File: src/rtl/icer_pkg.sv
// Package for the ICMPv6 echo responder: header offsets, protocol constants,
// mode codes and the address remap and checksum patch functions.
// No dependencies.
package icer_pkg;

	// Header geometry
	localparam int unsigned HDR_LEN = 62;
	localparam int unsigned POS_W   = 6;

	typedef logic [POS_W-1:0] pos_t;
	typedef logic [7:0]       byte_t;
	typedef logic [15:0]      word_t;

	localparam pos_t HDR_END      = 6'd61;
	localparam pos_t MAC_LEN      = 6'd6;
	localparam pos_t POS_ETYPE_HI = 6'd12;
	localparam pos_t POS_ETYPE_LO = 6'd13;
	localparam pos_t POS_NEXTHDR  = 6'd20;
	localparam pos_t POS_SRC_IP   = 6'd22;
	localparam pos_t POS_DST_IP   = 6'd38;
	localparam pos_t IP_ALEN      = 6'd16;
	localparam pos_t POS_TYPE     = 6'd54;
	localparam pos_t POS_CSUM_HI  = 6'd56;
	localparam pos_t POS_CSUM_LO  = 6'd57;

	// Protocol constants
	localparam byte_t ETH_P_IPV6_HI     = 8'h86;
	localparam byte_t ETH_P_IPV6_LO     = 8'hDD;
	localparam byte_t NH_ICMP6          = 8'd58;
	localparam byte_t ECHO_REQ_TYPE     = 8'd128;
	localparam byte_t ECHO_REP_TYPE     = 8'd129;
	localparam word_t ECHO_REQUEST_WORD = {ECHO_REQ_TYPE, 8'h00};
	localparam word_t ECHO_REPLY_WORD   = {ECHO_REP_TYPE, 8'h00};

	// Frame mode codes
	localparam logic [1:0] MODE_COLLECT = 2'd0;
	localparam logic [1:0] MODE_PASS    = 2'd1;
	localparam logic [1:0] MODE_DISCARD = 2'd2;
	localparam logic [1:0] MODE_BURST   = 2'd3;

	// Header store address that feeds reply byte i (MAC and IPv6 address swap)
	function automatic pos_t src_addr(input pos_t i);
		pos_t a;
		a = i;
		if (i < MAC_LEN) begin
			a = i + MAC_LEN;
		end else if (i < (MAC_LEN + MAC_LEN)) begin
			a = i - MAC_LEN;
		end else if (i >= POS_SRC_IP && i < POS_DST_IP) begin
			a = i + IP_ALEN;
		end else if (i >= POS_DST_IP && i < POS_TYPE) begin
			a = i - IP_ALEN;
		end
		return a;
	endfunction

	// One's complement add with end-around carry
	function automatic word_t ones_add(input word_t a, input word_t b);
		logic [16:0] s;
		s = {1'b0, a} + {1'b0, b};
		return s[15:0] + {15'd0, s[16]};
	endfunction

	// Incremental checksum update for the type change
	function automatic word_t csum_patch(input word_t cs);
		word_t t;
		t = ones_add(~cs, ~ECHO_REQUEST_WORD);
		return ~ones_add(t, ECHO_REPLY_WORD);
	endfunction

endpackage

File: src/rtl/icer_if.sv
// Handshake interfaces for the echo responder: input byte channel and
// result channel, each with valid, ready and payload. No dependencies.
interface icer_in_if;
	logic       valid;
	logic       ready;
	logic [7:0] in_byte;
	logic       in_last;

	modport source (output valid, in_byte, in_last, input ready);
	modport sink   (input valid, in_byte, in_last, output ready);
	modport mon    (input valid, ready, in_byte, in_last);
endinterface

interface icer_out_if;
	logic       valid;
	logic       ready;
	logic [7:0] out_byte;
	logic       out_last;
	logic       frame_dropped;

	modport source (output valid, out_byte, out_last, frame_dropped, input ready);
	modport sink   (input valid, out_byte, out_last, frame_dropped, output ready);
	modport mon    (input valid, ready, out_byte, out_last, frame_dropped);
endinterface

File: src/rtl/icer_ram.sv
// Generic single-write, single-read synchronous RAM with registered read
// data that holds while no read is issued. No dependencies.
module icer_ram #(
	parameter int unsigned WIDTH = 8,
	parameter int unsigned DEPTH = 64
) (
	input  logic                     clk,
	input  logic                     we,
	input  logic [$clog2(DEPTH)-1:0] waddr,
	input  logic [WIDTH-1:0]         wdata,
	input  logic                     re,
	input  logic [$clog2(DEPTH)-1:0] raddr,
	output logic [WIDTH-1:0]         rdata
);

	logic [WIDTH-1:0] mem [DEPTH];
	logic [WIDTH-1:0] rdata_q;

	// Write port
	always_ff @(posedge clk) begin
		if (we) begin
			mem[waddr] <= wdata;
		end
	end

	// Registered read, held between reads
	always_ff @(posedge clk) begin
		if (re) begin
			rdata_q <= mem[raddr];
		end
	end

	assign rdata = rdata_q;

endmodule

File: src/rtl/icmpv6_echo_responder_core.sv
// Channel   Dir  Payload                              Handshake
// in_ch     in   in_byte[7:0], in_last                valid/ready
// out_ch    out  out_byte[7:0], out_last, frame_dropped valid/ready
//
// Header bytes and payload bytes are taken one per cycle while the result side
// does not stall. When the 62nd header byte is accepted and the checks pass, a
// 62-byte reply burst is read from the header RAM, one byte per cycle while the
// output register is free; input is held off for the whole burst.
// Reset leaves the block collecting a new header; the header RAM needs no clear.
// A stall on the result side holds the output register and stops the input.
// Depends on icer_pkg, icer_if and icer_ram.
module icmpv6_echo_responder_core (
	input  logic              clk,
	input  logic              arst_n,
	icer_in_if.sink           in_ch,
	icer_out_if.source        out_ch
);

	logic [1:0]         mode_q;
	icer_pkg::pos_t     pos_q;
	logic               et_hi_ok_q, et_lo_ok_q, nh_ok_q, type_ok_q;
	icer_pkg::word_t    cs_q;
	icer_pkg::word_t    cs_new;
	logic               burst_last_q;
	icer_pkg::pos_t     rd_idx_q;
	logic               rd_done_q;
	logic               pend_q;
	icer_pkg::pos_t     idx_s1;
	logic               out_valid_q;
	icer_pkg::byte_t    out_byte_q;
	logic               out_last_q;
	logic               out_drop_q;

	logic               out_free, acc, load, issue, hdr_ok, ram_we;
	icer_pkg::byte_t    rdata;
	icer_pkg::byte_t    reply_byte;

	// Handshake and control strobes
	always_comb begin
		out_free    = !out_valid_q || out_ch.ready;
		in_ch.ready = (mode_q != icer_pkg::MODE_BURST) && out_free;
		acc         = in_ch.valid && in_ch.ready;
		load        = pend_q && out_free;
		issue       = (mode_q == icer_pkg::MODE_BURST) && !rd_done_q && (!pend_q || load);
		ram_we      = acc && (mode_q == icer_pkg::MODE_COLLECT);
		hdr_ok      = et_hi_ok_q && et_lo_ok_q && nh_ok_q && type_ok_q;
	end

	icer_ram #(
		.WIDTH (8),
		.DEPTH (icer_pkg::HDR_LEN)
	) u_hdr_ram (
		.clk   (clk),
		.we    (ram_we),
		.waddr (pos_q),
		.wdata (in_ch.in_byte),
		.re    (issue),
		.raddr (icer_pkg::src_addr(rd_idx_q)),
		.rdata (rdata)
	);

	// Patch type and checksum on the way out
	always_comb begin
		cs_new = icer_pkg::csum_patch(cs_q);
		case (idx_s1)
			icer_pkg::POS_TYPE:    reply_byte = icer_pkg::ECHO_REP_TYPE;
			icer_pkg::POS_CSUM_HI: reply_byte = cs_new[15:8];
			icer_pkg::POS_CSUM_LO: reply_byte = cs_new[7:0];
			default:               reply_byte = rdata;
		endcase
	end

	// Capture header fields for the checks as they pass
	always_ff @(posedge clk) begin
		if (ram_we) begin
			case (pos_q)
				icer_pkg::POS_ETYPE_HI: et_hi_ok_q <= in_ch.in_byte == icer_pkg::ETH_P_IPV6_HI;
				icer_pkg::POS_ETYPE_LO: et_lo_ok_q <= in_ch.in_byte == icer_pkg::ETH_P_IPV6_LO;
				icer_pkg::POS_NEXTHDR:  nh_ok_q    <= in_ch.in_byte == icer_pkg::NH_ICMP6;
				icer_pkg::POS_TYPE:     type_ok_q  <= in_ch.in_byte == icer_pkg::ECHO_REQ_TYPE;
				icer_pkg::POS_CSUM_HI:  cs_q[15:8] <= in_ch.in_byte;
				icer_pkg::POS_CSUM_LO:  cs_q[7:0]  <= in_ch.in_byte;
				default: ;
			endcase
		end
	end

	// Frame mode, position and burst read sequencing
	always_ff @(posedge clk or negedge arst_n) begin
		if (!arst_n) begin
			mode_q       <= icer_pkg::MODE_COLLECT;
			pos_q        <= '0;
			rd_idx_q     <= '0;
			rd_done_q    <= 1'b0;
			pend_q       <= 1'b0;
			burst_last_q <= 1'b0;
		end else begin
			if (acc) begin
				case (mode_q)
					icer_pkg::MODE_PASS, icer_pkg::MODE_DISCARD: begin
						if (in_ch.in_last) begin
							mode_q <= icer_pkg::MODE_COLLECT;
							pos_q  <= '0;
						end
					end
					default: begin
						if (pos_q == icer_pkg::HDR_END) begin
							pos_q <= '0;
							if (!hdr_ok) begin
								mode_q <= in_ch.in_last ? icer_pkg::MODE_COLLECT
								                        : icer_pkg::MODE_DISCARD;
							end else begin
								mode_q       <= icer_pkg::MODE_BURST;
								burst_last_q <= in_ch.in_last;
								rd_idx_q     <= '0;
								rd_done_q    <= 1'b0;
							end
						end else if (in_ch.in_last) begin
							pos_q <= '0;
						end else begin
							pos_q <= pos_q + 1'b1;
						end
					end
				endcase
			end
			// Advance the burst read index
			if (issue) begin
				if (rd_idx_q == icer_pkg::HDR_END) begin
					rd_done_q <= 1'b1;
				end else begin
					rd_idx_q <= rd_idx_q + 1'b1;
				end
			end
			pend_q <= issue ? 1'b1 : (load ? 1'b0 : pend_q);
			// Leave the burst once the final header byte is in the output register
			if (load && idx_s1 == icer_pkg::HDR_END) begin
				mode_q <= burst_last_q ? icer_pkg::MODE_COLLECT : icer_pkg::MODE_PASS;
			end
		end
	end

	// Track the header index of the read in flight
	always_ff @(posedge clk) begin
		if (issue) begin
			idx_s1 <= rd_idx_q;
		end
	end

	// Output register; a complete header decides on the checks, not on in_last
	always_ff @(posedge clk or negedge arst_n) begin
		if (!arst_n) begin
			out_valid_q <= 1'b0;
		end else if (load) begin
			out_valid_q <= 1'b1;
		end else if (acc && (mode_q == icer_pkg::MODE_PASS ||
		            ((mode_q == icer_pkg::MODE_COLLECT) &&
		             ((pos_q == icer_pkg::HDR_END) ? !hdr_ok : in_ch.in_last)))) begin
			out_valid_q <= 1'b1;
		end else if (out_ch.ready) begin
			out_valid_q <= 1'b0;
		end
	end

	always_ff @(posedge clk) begin
		if (load) begin
			out_byte_q <= reply_byte;
			out_last_q <= burst_last_q && (idx_s1 == icer_pkg::HDR_END);
			out_drop_q <= 1'b0;
		end else if (acc && mode_q == icer_pkg::MODE_PASS) begin
			out_byte_q <= in_ch.in_byte;
			out_last_q <= in_ch.in_last;
			out_drop_q <= 1'b0;
		end else if (acc) begin
			// Drop result for short or failed frames
			out_byte_q <= '0;
			out_last_q <= 1'b1;
			out_drop_q <= 1'b1;
		end
	end

	assign out_ch.valid         = out_valid_q;
	assign out_ch.out_byte      = out_byte_q;
	assign out_ch.out_last      = out_last_q;
	assign out_ch.frame_dropped = out_drop_q;

endmodule

File: src/flat_wrapper.sv
// flat-port wrapper written by rule: the top's interface ports become plain ports
module icmpv6_echo_responder_core_flat 
  (clk, arst_n, in_ch_valid, in_ch_in_byte, in_ch_in_last, in_ch_ready, out_ch_valid, out_ch_out_byte, out_ch_out_last, out_ch_frame_dropped, out_ch_ready);
  icer_in_if in_ch_i ();
  icer_out_if out_ch_i ();
  input  logic clk;
  input  logic arst_n;
  input wire logic [$bits(in_ch_i.valid)-1:0] in_ch_valid;
  input wire logic [$bits(in_ch_i.in_byte)-1:0] in_ch_in_byte;
  input wire logic [$bits(in_ch_i.in_last)-1:0] in_ch_in_last;
  output wire logic [$bits(in_ch_i.ready)-1:0] in_ch_ready;
  output wire logic [$bits(out_ch_i.valid)-1:0] out_ch_valid;
  output wire logic [$bits(out_ch_i.out_byte)-1:0] out_ch_out_byte;
  output wire logic [$bits(out_ch_i.out_last)-1:0] out_ch_out_last;
  output wire logic [$bits(out_ch_i.frame_dropped)-1:0] out_ch_frame_dropped;
  input wire logic [$bits(out_ch_i.ready)-1:0] out_ch_ready;
  assign in_ch_i.valid = in_ch_valid;
  assign in_ch_i.in_byte = in_ch_in_byte;
  assign in_ch_i.in_last = in_ch_in_last;
  assign in_ch_ready = in_ch_i.ready;
  assign out_ch_valid = out_ch_i.valid;
  assign out_ch_out_byte = out_ch_i.out_byte;
  assign out_ch_out_last = out_ch_i.out_last;
  assign out_ch_frame_dropped = out_ch_i.frame_dropped;
  assign out_ch_i.ready = out_ch_ready;
  icmpv6_echo_responder_core u_core (.clk(clk), .arst_n(arst_n), .in_ch(in_ch_i), .out_ch(out_ch_i));
endmodule
File: config.mk
export PLATFORM = sky130hd
export DESIGN_NAME = icmpv6_echo_responder_core_flat
export DESIGN_NICKNAME = d
export VERILOG_FILES = /design/src/rtl/icer_pkg.sv /design/src/rtl/icer_if.sv /design/src/rtl/icer_ram.sv /design/src/rtl/icmpv6_echo_responder_core.sv /design/src/flat_wrapper.sv
export SDC_FILE = /design/constraint.sdc
export NUM_CORES = 1
export LEC_CHECK = 0
export BUFFER_PORTS_ARGS = -buffer_cell sky130_fd_sc_hd__buf_2
export CAP_MARGIN = 20
export CORE_MARGIN = 2
export CORE_UTILIZATION = 45
export CTS_BUF_LIST = sky130_fd_sc_hd__clkbuf_8
export CTS_CLUSTER_DIAMETER = 80
export DETAILED_ROUTE_END_ITERATION = 10
export GPL_TIMING_DRIVEN = 0
export SYNTH_ARGS = -nofsm -noshare
export SYNTH_HDL_FRONTEND = slang
export SYNTH_SLANG_ARGS = --single-unit
File: constraint.sdc
create_clock -name clk -period 9.4 [get_ports clk]
set_clock_uncertainty 0.15 [all_clocks]
set_input_delay 0.94 -clock clk [delete_from_list [all_inputs] [get_ports clk]]
set_output_delay 0.94 -clock clk [all_outputs]
set_load 0.01 [all_outputs]
Word level (Yosys, flattened, before mapping) --
Memory sizes are Yosys's and may differ from the RTL's. A register that Yosys moved wholly into a read port is not among the register bits. Cells that the tools add are included.
Operators by class: reductions and logical operators 40, equality and inequality tests 22, multiplexer cells 43, add/subtract/negate cells 10, order comparisons 6, bitwise operators 3
Operators by type and width (count):
- 6-bit two-way mux | 14
- 6-bit == test, second input constant | 9
- 16-bit by 1-bit adder with 16-bit output | 2
- 16-bit NOT | 2
- 8-bit == test, second input constant | 3
- 8-bit two-way mux | 3
- 8-bit one-hot mux with 3 select lines | 1
- 1-bit two-way mux | 18
- 16-bit by 15-bit adder with 17-bit output, second input constant | 1
- 16-bit by 16-bit adder with 17-bit output, second input constant | 1
- 1-bit logical AND | 16
- 2-bit two-way mux | 7
- 2-bit AND reduction | 7
- 6-bit by 1-bit adder with 6-bit output, second input constant | 2
- 6-bit by 4-bit == test with 1-bit output, second input constant | 2
- 6-bit < comparator, second input constant | 2
- 3-bit nonzero test | 3
- 8-bit by 6-bit == test with 1-bit output, second input constant | 1
- 6-bit by 3-bit adder with 6-bit output, second input constant | 1
- 6-bit by 5-bit adder with 6-bit output, second input constant | 1
- 6-bit by 5-bit == test with 1-bit output, second input constant | 1
- 6-bit by 5-bit greater-or-equal comparator with 1-bit output, second input constant | 1
- 6-bit greater-or-equal comparator, second input constant | 1
- 6-bit by 3-bit < comparator with 1-bit output, second input constant | 1
- other kinds (15) | 24
Word-level totals: bits in writable memories 496, memories 1, output and inout bits 12, logic and storage cells 142, flip-flop bits (word level) 54
Memory list:
- u_core.u_hdr_ram.mem | words 62, width 8, rd ports 1, clocked after memory_dff 1, write ports 1, line icer_ram.sv:16 | logic [WIDTH-1:0] mem [DEPTH];

Logic depth before layout (Yosys ltp) --
Gate-level depths: netlist of the first run.
depth after elaboration 10, depth in mapped cells 24

By module --
Synthesis of the first run repeated with hierarchy kept, for this count alone.
Second synthesis, totals: cell total of the unflattened synthesis 1407, area total of the unflattened synthesis 23989.3 um2
Modules (own cells, without submodules):
- icer_ram | cells an instance 935, area an instance 19636.3 um2, times used 1
- icmpv6_echo_responder_core | cells an instance 472, area an instance 4352.9 um2, times used 1

Worst setup path before layout of the first run --
Ideal clock, no wire load.
kind reg-to-reg, start point register u_core.cs_q[0], end point register u_core.out_byte_q[6], in the netlist u_core.out_ch.out_byte[6], data pin, period minus slack after synthesis 5415 ps, stages on the path, launching flop included 25, data arrival time 5011 ps, setup slack 3985 ps, setup time 254 ps, cell sequence edfxtp_1 -> ha_1 -> buf_2 -> nand3_1 -> or2_2 -> nor3_1 -> nor2_1 -> ha_1 -> ha_1 -> clkbuf_1 -> o21a_1 -> a21oi_1 -> or2_2 -> clkbuf_1 -> ha_1 -> o21ai_2 -> o41ai_1 -> ha_1 -> ha_1 -> nand3_1 -> a211oi_1 -> nor2b_1 -> nand4b_1 -> a32o_1 -> a21o_1
On the way: longest elaborated chain between the ends 8
RTL lines:
- from (decl) | line icmpv6_echo_responder_core.sv:22 | icer_pkg::word_t cs_q;
- from (signal assigned) | line icmpv6_echo_responder_core.sv:82 | icer_pkg::POS_CSUM_LO: cs_q[7:0] <= in_ch.in_byte;
- 16-bit NOT | line icer_pkg.sv:67 | t = ones_add(~cs, ~ECHO_REQUEST_WORD);
- 16-bit by 15-bit adder with 17-bit output | line icer_pkg.sv:60 | s = {1'b0, a} + {1'b0, b};
- 16-bit by 1-bit adder with 16-bit output | line icer_pkg.sv:61 | return s[15:0] + {15'd0, s[16]};
- 16-bit by 16-bit adder with 17-bit output | line icer_pkg.sv:60
- 16-bit by 1-bit adder with 16-bit output | line icer_pkg.sv:61
- 16-bit NOT | line icer_pkg.sv:68 | return ~ones_add(t, ECHO_REPLY_WORD);
- 8-bit one-hot mux with 3 select lines | line icmpv6_echo_responder_core.sv:65 | case (idx_s1)
- 8-bit two-way mux | line icmpv6_echo_responder_core.sv:165 | if (load) begin
- to (signal assigned) | line icmpv6_echo_responder_core.sv:166 | out_byte_q <= reply_byte;
- to (signal assigned) | line icmpv6_echo_responder_core.sv:170 | out_byte_q <= in_ch.in_byte;
- to (decl) | line icmpv6_echo_responder_core.sv:30 | icer_pkg::byte_t out_byte_q;
No other way between the ends. A chain may end at the register's enable or synchronous reset.

Worst setup path in the final report of the first run --
start point register u_core.cs_q[0], end point register u_core.out_byte_q[4], in the netlist u_core.out_ch.out_byte[4], data pin
The elaborated chain is that of the path after synthesis.

==> impl_metrics.py, run 1 <==
metrics = {
    "detailed_routing": {
        "wl_met3_um": 4080,
        "vias": 13500,
        "dr.max_layer_used": "met4",
        "ant_nets": 0,
        "wl_met2_um": 26700,
        "vias_per_cell": 5.84,
        "met1_length_um": 24500,
        "wl_per_cell_um": 24.7,
        "dr.pass1.iters": 5,
        "finalWirelength_um": 57100,
        "drtIter0Drc": 1215,
        "drc": 0,
    },
    "layout": {
        "layoutNonFillerInstCount": 2312,
        "synthToLayoutAreaGrowth_pct": 11.2,
        "final_cell_area_mm2": 0.0266,
        "nets": 1599,
        "drive_above_1_share_pct": 18.3,
        "n_antenna_cell": 0,
    },
    "synth": {
        "netlist_instances": 1436,
        "ys_seq_elements": 558,
        "yosysWarnings": 0,
        "synth_largest_area_cell": "edfxtp_1",
        "synth_xor_area_share_pct": 1.42,
        "synth-compound-area-share_pct": 5.17,
        "synth_area_mm2": 0.0240,
        "ys_async_sr_fraction_pct": 3.23,
        "yosysMostFrequentCell": "edfxtp_1",
        "synth-main-ff-cell": "edfxtp_1",
        "synth_top_family_by_area": "multiplexers",
        "synth-edff-count": 539,
        "ys_seq_area_share_pct": 69.5,
        "synth_fa_ha_area_share_pct": 1.25,
        "syn_avg_cell_area_um2": 16.7,
        "synth.net_count": 1473,
        "synth.top_cell.area_share_pct": 67.6,
        "muxShareOfSynthArea_pct": 13.3,
        "synth_area_leaders": "edfxtp_1 (68%), mux4_2 (11%), dfrtp_1 (1.9%), nor2_1 (1.7%), nand2_1 (1.6%)",
        "synth-simple-area-share_pct": 7.83,
        "synthTopCellsByCount": "edfxtp_1 (539), mux4_2 (120), nor2_1 (111)",
        "synth_cell_types": 71,
    },
    "timing": {
        "fin_crit_sh_pct": 69.0,
        "tightest_slew_ps": 1070,
        "max_freq_mhz": 154,
        "setup_tns_ps": 0,
        "rsz0062_at_grt": "no",
        "finalSetupViolCount": 0,
        "finalHoldViolCount": 0,
        "layout_min_cycle_time_ps": 6490,
        "slew_viol_final": 0,
        "maxSlewHeadroom_pct": 28.4,
    },
    "clock_network": {
        "h-tree-depth": 3,
        "clkLatencyLatePin_ps": 670,
        "clockBufferDepth": 3,
        "numCtsBuffers": 88,
        "hold_buffers": 0,
        "cts_tree": "done",
        "clkSinkCount": 558,
        "cts_root_buf": "clkbuf_8",
        "cts_resized": 0,
        "clkSlewWorstSetupHoldPaths_ps": 60,
        "cts_setup_buffers": 0,
    },
    "floorplan": {
        "fp.dieArea_mm2": 0.0551,
        "dieHeight_um": 235,
        "coreArea_mm2": 0.0526,
        "io_pins": 25,
        "die_w_um": 235,
        "start_util_pct": 45.6,
        "rows": 84,
    },
    "power": {
        "power_frac_comb_pct": 2.1,
        "peakVddDrop_mv": 0.122,
        "power_density_mw_per_mm2": 175,
        "p_clk_share_pct": 38.9,
        "swShare_pct": 21.4,
        "seqPwrFrac_pct": 59.0,
        "intPower_uw": 3660,
        "leakagePower_uw": 0.00829,
        "p_sw_uw": 999,
    },
    "setup_path": {
        "r2r_end": "u_core.out_ch.out_byte[4]$_DFFE_PP_",
        "end_kind": "flop",
        "reg2reg_depth": 24,
        "rrSetupSlack_ps": 2910,
        "cp.arrival_ps": 6720,
        "r2r_start": "u_core.cs_q[0]$_DFFE_PP_",
        "path_class": "reg -> reg",
        "crit_fanout": 10,
        "cp-start-kind": "flop",
        "cp.required_ps": 9630,
    },
    "placement": {
        "placed_cells": 2158,
        "place_congestion": 0.885,
        "port_buffers": 24,
        "place_area_mm2": 0.0251,
        "dp_hpwl_um": 37800,
    },
    "worst_hold_path": {
        "hold_class": "in -> async",
    },
    "global_route": {
        "grt_use_total_pct": 20.7,
        "grt_pass1_wl_um": 85100,
        "antenna_found_initial": 0,
        "grt_max_degree": 68,
        "grt_overflow_total": 0,
        "grt_pass1_vias": 13600,
    },
    "run": {
        "drv_cap": 0,
    },
    "outcome": {
        "status": "finished, final reports clean",
    },
}
worst max-delay path, stage by stage (launching register included):
cell and delay, ps:
edfxtp_1 510, ha_1 190, buf_2 230, nand3_1 150, or2_2 340, nor3_1 200
nor2_1 80, ha_1 220, ha_1 200, clkbuf_1 240, o21a_1 240, a21oi_1 200
or2_2 130, clkbuf_1 220, ha_1 250, o21ai_2 130, o41ai_1 600, ha_1 250
ha_1 210, nand3_1 110, a211oi_1 360, nor2b_1 310, nand4b_1 190, xnor2_1 190
a221o_1 310
cell type report:
| class | instances | area [um2] |
|---|---|---|
| Multi-Input combinational cell | 790 | 6940 |
| Timing Repair Buffer | 36 | 318 |
| Clock buffer | 92 | 1270 |
| Sequential cell | 558 | 16700 |
| Fill cell | 4378 | 25900 |
| Inverter | 16 | 60.1 |
| Tap cell | 688 | 861 |
| Clock inverter | 60 | 240 |
| Buffer | 72 | 299 |
power groups by stage:
stage | registers, uW | clock network (uW) | logic (uW)
2_1_floorplan | 2800 | 0 | 26.5
3_3_place_gp | 2800 | 0 | 88.2
3_5_place_dp | 2800 | 0 | 98.7
4_1_cts | 2750 | 1840 | 99.0
5_1_grt | 2750 | 1950 | 108
6_report | 2750 | 1810 | 99.8
logic make-up after synthesis:
logic type | count (synthesis)
compound gates | 185
xor+xnor | 38
fa+ha+maj | 24
buf+inv | 88
flops | 558
mux | 167
simple gates | 376
registers in the layout, summed over array words and instances (netlist names):
name                         flops
u_core.u_hdr_ram.mem           496
u_core.cs_q                     16
u_core.out_ch.out_byte           8
u_core.u_hdr_ram.rdata           8
u_core.idx_s1                    6
u_core.pos_q                     6
u_core.rd_idx_q                  6
u_core.mode_q                    2
u_core.burst_last_q              1
u_core.et_hi_ok_q                1
u_core.et_lo_ok_q                1
u_core.nh_ok_q                   1
u_core.out_ch.frame_dropped      1
u_core.out_ch.out_last           1
u_core.out_ch.valid              1
u_core.pend_q                    1
u_core.rd_done_q                 1
u_core.type_ok_q                 1
per-stage QoR:
stage               total power, uW  worst slack [ps]  utilization (%)  hold WS, ps
floorplan                      2830              3990                -          291
global placement               2890              3080             47.5          304
detailed placement             2900              2970             47.8          312
CTS                            4690              2940             50.6         60.9
global route                   4810              2380             50.7         86.8
finish                         4660              2910             50.7         80.6
how the worst max path moves through the flow:
| stage | slack [ps] | to | from |
|---|---|---|---|
| global placement | 3080 | u_core.out_ch.out_byte[4]$_DFFE_PP_ | u_core.cs_q[0]$_DFFE_PP_ |
| floorplan | 3990 | u_core.out_ch.out_byte[6]$_DFFE_PP_ | u_core.cs_q[0]$_DFFE_PP_ |
| global route | 2380 | u_core.out_ch.out_byte[4]$_DFFE_PP_ | u_core.cs_q[0]$_DFFE_PP_ |
| detailed placement | 2970 | u_core.out_ch.out_byte[4]$_DFFE_PP_ | u_core.cs_q[0]$_DFFE_PP_ |
| finish | 2910 | u_core.out_ch.out_byte[4]$_DFFE_PP_ | u_core.cs_q[0]$_DFFE_PP_ |
| CTS | 2940 | u_core.out_ch.out_byte[4]$_DFFE_PP_ | u_core.cs_q[0]$_DFFE_PP_ |
placed cells by master, fill, tap and decap left out, types with 6 or more instances in the layout:
cell type	count
and2_1	16
nand2_1	99
and3_1	11
o21ai_0	42
nor3_1	17
or2_2	6
nand3_1	30
nand4_1	10
nor2_1	111
or3_1	6
inv_1	48
clkbuf_8	92
mux2_2	11
o31ai_1	6
xnor2_1	27
buf_12	8
buf_2	35
nand2b_1	13
a21oi_1	22
and2_0	16
mux2i_1	36
dfrtp_1	18
nor2b_1	6
nor4_1	6
buf_1	9
a31oi_1	28
a211oi_1	31
clkbuf_1	50
nand3b_1	6
mux4_2	120
o211ai_1	7
clkinv_1	23
xor2_1	10
edfxtp_1	539
ha_1	24
metal layers:
layer	global-route usage, %	vias up
met5	0	-
li1	-	5995
met4	6.96	0
met2	32.1	507
met3	4.71	110
met1	29.2	6888
Note: power is estimated with default switching activity, not from simulation.
==> run 2: changes to the inputs <==
==> constraint.sdc (replaced) <==
create_clock -name clk -period 6.75 [get_ports clk]
set_clock_uncertainty 0.15 [all_clocks]
set_input_delay 0.675 -clock clk [delete_from_list [all_inputs] [get_ports clk]]
set_output_delay 0.675 -clock clk [all_outputs]
set_load 0.01 [all_outputs]
==> run 2 against run 1 <==
Against the previous run: count of clock-buffer cells in the layout unchanged; critical endpoint unchanged; die area unchanged; sequential share of layout area decreased by 0.056 points; final cell count about the same; sequential power increased by 39%; fmax increased by 4.7%; total power increased by 39%; largest cell class unchanged; final area about the same.
==> impl_metrics.py, run 2 (synthesis results as in run 1) <==
metrics = {
    "outcome": {
        "status": "finished, final reports clean",
    },
    "detailed_routing": {
        "vias_per_cell": 5.84,
        "drtIter0Drc": 1259,
        "finalWirelength_um": 57200,
        "ant_nets": 0,
        "dr.pass1.iters": 5,
        "dr.max_layer_used": "met4",
        "vias": 13500,
        "met1_length_um": 24800,
        "drc": 0,
        "wl_met2_um": 26800,
        "wl_per_cell_um": 24.7,
        "wl_met3_um": 3910,
    },
    "floorplan": {
        "die_w_um": 235,
        "fp.dieArea_mm2": 0.0551,
        "start_util_pct": 45.6,
        "rows": 84,
        "io_pins": 25,
        "coreArea_mm2": 0.0526,
        "dieHeight_um": 235,
    },
    "clock_network": {
        "numCtsBuffers": 88,
        "h-tree-depth": 3,
        "cts_root_buf": "clkbuf_8",
        "clockBufferDepth": 3,
        "cts_setup_buffers": 0,
        "clkSinkCount": 558,
        "cts_tree": "done",
        "clkLatencyLatePin_ps": 670,
        "clkSlewWorstSetupHoldPaths_ps": 60,
    },
    "layout": {
        "nets": 1600,
        "top_register": "u_core.u_hdr_ram.mem",
        "mostFrequentLayoutCell": "edfxtp_1",
        "n_antenna_cell": 0,
        "biggestRegsByFlops": "u_core.u_hdr_ram.mem: 496 flops, u_core.cs_q: 16 flops",
        "layout_common_cells": "edfxtp_1 (539), mux4_2 (120), nor2_1 (111), nand2_1 (99), clkbuf_8 (92)",
        "largest_reg_flops": 496,
        "utilization_pct": 50.7,
        "drive_above_1_share_pct": 18.5,
        "synthToLayoutAreaGrowth_pct": 11.3,
    },
    "power": {
        "intPower_uw": 5100,
        "leakagePower_uw": 0.00830,
        "peakVddDrop_mv": 0.169,
        "power_uw": 6490,
        "swShare_pct": 21.4,
        "p_sw_uw": 1390,
        "power_density_mw_per_mm2": 243,
        "p_clk_share_pct": 38.9,
        "power_frac_comb_pct": 2.2,
        "seqPwrFrac_pct": 59.0,
    },
    "setup_path": {
        "reg2reg_depth": 24,
        "cp-start-kind": "flop",
        "crit_path_end": "u_core.out_ch.out_byte[4]$_DFFE_PP_",
        "cp.required_ps": 6980,
        "r2r_end": "u_core.out_ch.out_byte[4]$_DFFE_PP_",
        "r2r_start": "u_core.cs_q[0]$_DFFE_PP_",
        "setup.worst_path.start": "u_core.cs_q[0]$_DFFE_PP_",
        "path_class": "reg -> reg",
        "rrSetupSlack_ps": 550,
        "end_kind": "flop",
        "cp.arrival_ps": 6430,
        "crit_fanout": 10,
    },
    "timing": {
        "fin_crit_sh_pct": 91.8,
        "rsz0062_at_grt": "no",
        "layout_min_cycle_time_ps": 6200,
        "max_freq_mhz": 161,
        "finalHoldViolCount": 0,
        "setup_tns_ps": 0,
        "tightest_slew_ps": 1070,
        "slew_viol_final": 0,
        "maxSlewHeadroom_pct": 28.4,
        "finalSetupViolCount": 0,
    },
    "global_route": {
        "grt_pass1_vias": 13600,
        "antenna_found_initial": 0,
        "grt_max_degree": 68,
        "grt_overflow_total": 0,
        "grt_use_total_pct": 20.7,
        "grt_pass1_wl_um": 85200,
    },
    "placement": {
        "port_buffers": 24,
        "place_congestion": 0.885,
        "dp_hpwl_um": 37800,
    },
    "run": {
        "drv_cap": 0,
    },
    "worst_hold_path": {
        "hold_class": "in -> reg",
    },
}
## run 2: cell count changes in the layout (fill, tap and decap cells not counted)
cell	change
o41ai_1	-1
dlygate4sd3_1	+1
clkbuf_1	-1
o41ai_2	+1
a211oi_1	-1
a211oi_2	+1
clkbuf_2	+1
## run 2: how the worst min path moves through the flow
stage / from / to / slack, ps / depth (start not counted)
global placement: u_core.rd_done_q$_DFF_PN0_ / u_core.rd_done_q$_DFF_PN0_ / 300 / 1
global route: in_ch_in_last / u_core.burst_last_q$_DFFE_PN0P_ / 220 / 2
floorplan: arst_n / u_core.burst_last_q$_DFFE_PN0P_ / 230 / 0
finish: out_ch_ready / u_core.pend_q$_DFFE_PN0P_ / 230 / 4
CTS: out_ch_ready / u_core.pend_q$_DFFE_PN0P_ / 180 / 4
detailed placement: u_core.rd_done_q$_DFF_PN0_ / u_core.rd_done_q$_DFF_PN0_ / 310 / 1
## run 2: timing repair
| item | 4_1_cts | 5_1_grt |
|---|---|---|
| resized for setup | 0 | 4 |
| hold endpoints to repair | 18 | 0 |
| endpoints found under the setup margin | 0 | 6 |
| hold buffers | 1 | 0 |
## run 2: cell type report
cell class,instances,area [um2]
inverter,16,60.1
multi-input combinational,790,6950
clock buffer,92,1270
tap,688,861
sequential,558,16700
fill,4373,25900
clock inverter,60,240
buffer,72,300
timing repair buffer,37,328
## run 2: critical path, cell delays in order, from the launching register on
cell and delay, ps:
edfxtp_1 500, ha_1 190, buf_2 230, nand3_1 150, or2_2 340, nor3_1 200
nor2_1 80, ha_1 220, ha_1 200, clkbuf_2 200, o21a_1 210, a21oi_1 200
or2_2 130, clkbuf_1 220, ha_1 250, o21ai_2 130, o41ai_2 470, ha_1 220
ha_1 210, nand3_1 130, a211oi_2 290, nor2b_1 300, nand4b_1 190, xnor2_1 190
a221o_1 310
## run 2: stage by stage
| step | setup WS (ps) | hold WS (ps) | cell area, um2 | instances |
|---|---|---|---|---|
| after floorplan | 1340 | 229 | 24000 | 1436 |
| after global placement | 432 | 304 | 24900 | 2148 |
| after detailed placement | 322 | 312 | 25100 | 2158 |
| after CTS | 292 | 181 | 26600 | 2311 |
| after global routing | 79.7 | 217 | 26700 | 2313 |
| final | 551 | 226 | 26700 | 2313 |
## run 2: layer usage
layer | up-vias | global-route usage (%)
li1 | 6000 | -
met5 | - | 0
met3 | 109 | 4.70
met1 | 6943 | 29.2
met4 | 0 | 6.96
met2 | 463 | 32.1
## run 2: power by group through the flow
| stage | logic (uW) | clock network, uW | registers, uW |
|---|---|---|---|
| after floorplan | 36.9 | 0 | 3900 |
| after global placement | 123 | 0 | 3900 |
| after detailed placement | 137 | 0 | 3900 |
| after CTS | 138 | 2570 | 3830 |
| after global routing | 151 | 2720 | 3830 |
| final | 140 | 2520 | 3830 |
==> run 3: changes to the inputs <==
==> constraint.sdc (replaced) <==
create_clock -name clk -period 6.4 [get_ports clk]
set_clock_uncertainty 0.15 [all_clocks]
set_input_delay 0.64 -clock clk [delete_from_list [all_inputs] [get_ports clk]]
set_output_delay 0.64 -clock clk [all_outputs]
set_load 0.01 [all_outputs]
==> run 3 against run 2 <==
Against the previous run: combinational power grew 5%; sequential share of layout area shrank 0.085 points; final cell count grew 0.13%; wire length shrank 0.26%; utilization grew 0.069 points; first-iteration DRC count shrank 1.8%; total power grew 5.4%; sequential power grew 5.5%; via count grew 0.36%; final area grew 0.14%; non-clock buffer count grew 3; count of clock-buffer cells in the layout is the same.
==> impl_metrics.py, run 3 (synthesis results as in run 1) <==
metrics = {
    "detailed_routing": {
        "drc": 0,
        "dr.pass1.iters": 8,
        "ant_nets": 0,
        "vias_per_cell": 5.86,
        "wl_per_cell_um": 24.6,
        "drtIter0Drc": 1236,
        "finalWirelength_um": 57000,
        "vias": 13600,
    },
    "floorplan": {
        "start_util_pct": 45.6,
        "fp.dieArea_mm2": 0.0551,
        "dieHeight_um": 235,
        "io_pins": 25,
        "die_w_um": 235,
        "coreArea_mm2": 0.0526,
        "rows": 84,
    },
    "timing": {
        "slew_viol_final": 0,
        "fin_crit_sh_pct": 92.9,
        "rsz0062_at_grt": "no",
        "maxSlewHeadroom_pct": 28.5,
        "finalSetupViolCount": 0,
        "finalHoldViolCount": 0,
        "layout_min_cycle_time_ps": 5950,
        "tightest_slew_ps": 1070,
        "max_freq_mhz": 168,
        "setup_tns_ps": 0,
    },
    "setup_path": {
        "cp-start-kind": "flop",
        "cp.arrival_ps": 6150,
        "cp.required_ps": 6600,
        "crit_fanout": 10,
        "path_class": "reg -> reg",
        "end_kind": "flop",
    },
    "layout": {
        "nets": 1603,
        "biggestRegsByFlops": "u_core.u_hdr_ram.mem: 496 flops, u_core.cs_q: 16 flops",
        "drive_above_1_share_pct": 18.7,
        "synthToLayoutAreaGrowth_pct": 11.5,
        "mostFrequentLayoutCell": "edfxtp_1",
        "n_fill_cell": 4373,
        "layout_common_cells": "edfxtp_1 (539), mux4_2 (120), nor2_1 (111), nand2_1 (99), clkbuf_8 (92)",
        "multi_input_area_mm2": 0.00697,
        "final-seq-area_mm2": 0.0167,
        "n_antenna_cell": 0,
        "largest_reg_flops": 496,
        "top_register": "u_core.u_hdr_ram.mem",
    },
    "clock_network": {
        "h-tree-depth": 3,
        "numCtsBuffers": 88,
        "clkSinkCount": 558,
        "cts_root_buf": "clkbuf_8",
        "cts_tree": "done",
        "clkSlewWorstSetupHoldPaths_ps": 60,
        "clockBufferDepth": 3,
        "clkLatencyLatePin_ps": 670,
    },
    "outcome": {
        "status": "finished, final reports clean",
    },
    "global_route": {
        "grt_pass1_wl_um": 85100,
        "grt_use_total_pct": 20.7,
        "grt_pass1_vias": 13600,
        "grt_max_degree": 68,
        "antenna_found_initial": 0,
        "grt_overflow_total": 0,
    },
    "run": {
        "drv_cap": 0,
    },
    "power": {
        "peakVddDrop_mv": 0.179,
        "power_density_mw_per_mm2": 256,
        "leakagePower_uw": 0.00832,
        "power_uw": 6840,
    },
    "worst_hold_path": {
        "hold_class": "in -> reg",
    },
    "placement": {
        "port_buffers": 24,
        "place_congestion": 0.885,
        "dp_hpwl_um": 37800,
    },
}
run 3: changes by cell type in the layout (fill, tap and decap cells not counted), sizes merged:
cell  before  now
buf       58   61
run 3: metal layers:
layer  track usage, %  part of all wire [%]  up-vias
li1                 -                     -     6007
met2             32.1                    47      535
met5                0                     0        -
met3             4.70                   7.3      109
met4             6.96                   3.1        0
met1             29.2                    43     6912
run 3: report_power, final:
group	internal, uW	switching [uW]	total, uW
logic	31.3	115	147
clock network	1320	1340	2660
registers	4030	10.3	4040
run 3: area by class of cell:
| cell class | instances | area share, % |
|---|---|---|
| Timing Repair Buffer | 40 | 1.31 |
| Clock buffer | 92 | 4.74 |
| Sequential cell | 558 | 62.4 |
| Multi-Input combinational cell | 790 | 26.1 |
| Clock inverter | 60 | 0.900 |
| Buffer | 72 | 1.12 |
| Tap cell | 688 | 3.22 |
| Inverter | 16 | 0.225 |
run 3: path summary, 6_finish.rpt:
| path | startpoint | endpoint | slack (ps) | depth (start not counted) |
|---|---|---|---|---|
| worst min register to register | u_core.rd_done_q$_DFF_PN0_ | u_core.rd_done_q$_DFF_PN0_ | 320 | 1 |
| min in group asynchronous | arst_n | u_core.pos_q[2]$_DFFE_PN0P_ | 330 | 2 |
| worst min-delay path | out_ch_ready | u_core.pend_q$_DFFE_PN0P_ | 190 | 4 |
| worst max-delay path | u_core.cs_q[0]$_DFFE_PP_ | u_core.out_ch.out_byte[3]$_DFFE_PP_ | 450 | 23 |
| worst max register to register | u_core.cs_q[0]$_DFFE_PP_ | u_core.out_ch.out_byte[3]$_DFFE_PP_ | 450 | 23 |
| max in group asynchronous | arst_n | u_core.mode_q[1]$_DFFE_PN0P_ | 5440 | 2 |
run 3: what timing repair did:
item,CTS,global route
resized for setup,1,5
hold buffers,1,0
endpoints found under the hold margin,18,0
setup buffers,0,3
cloned,0,0
setup endpoints to repair,2,8
run 3: critical path, stage by stage, from the launching register on:
cell	delay, ps
edfxtp_1	390
ha_1	150
buf_2	230
nand3_1	150
or2_2	340
nor3_1	200
nor2_1	80
ha_1	220
ha_1	200
clkbuf_2	200
o21a_1	210
a21oi_1	210
or2_2	130
clkbuf_1	210
ha_1	240
o21ai_2	140
o41ai_4	430
ha_1	200
nand3_1	160
a2111o_1	470
and4bb_2	370
xor2_1	100
a222oi_1	270
o21ai_0	170
run 3: through the flow:
step	instance area [um2]	instances	setup WS [ps]	hold WS, ps	util, %
2_1_floorplan	24000	1436	985	194	-
3_3_place_gp	24900	2148	82.1	304	47.5
3_5_place_dp	25100	2158	-27.7	312	47.8
4_1_cts	26600	2311	81.3	146	50.7
5_1_grt	26700	2316	12.4	182	50.8
6_report	26700	2316	455	187	50.8
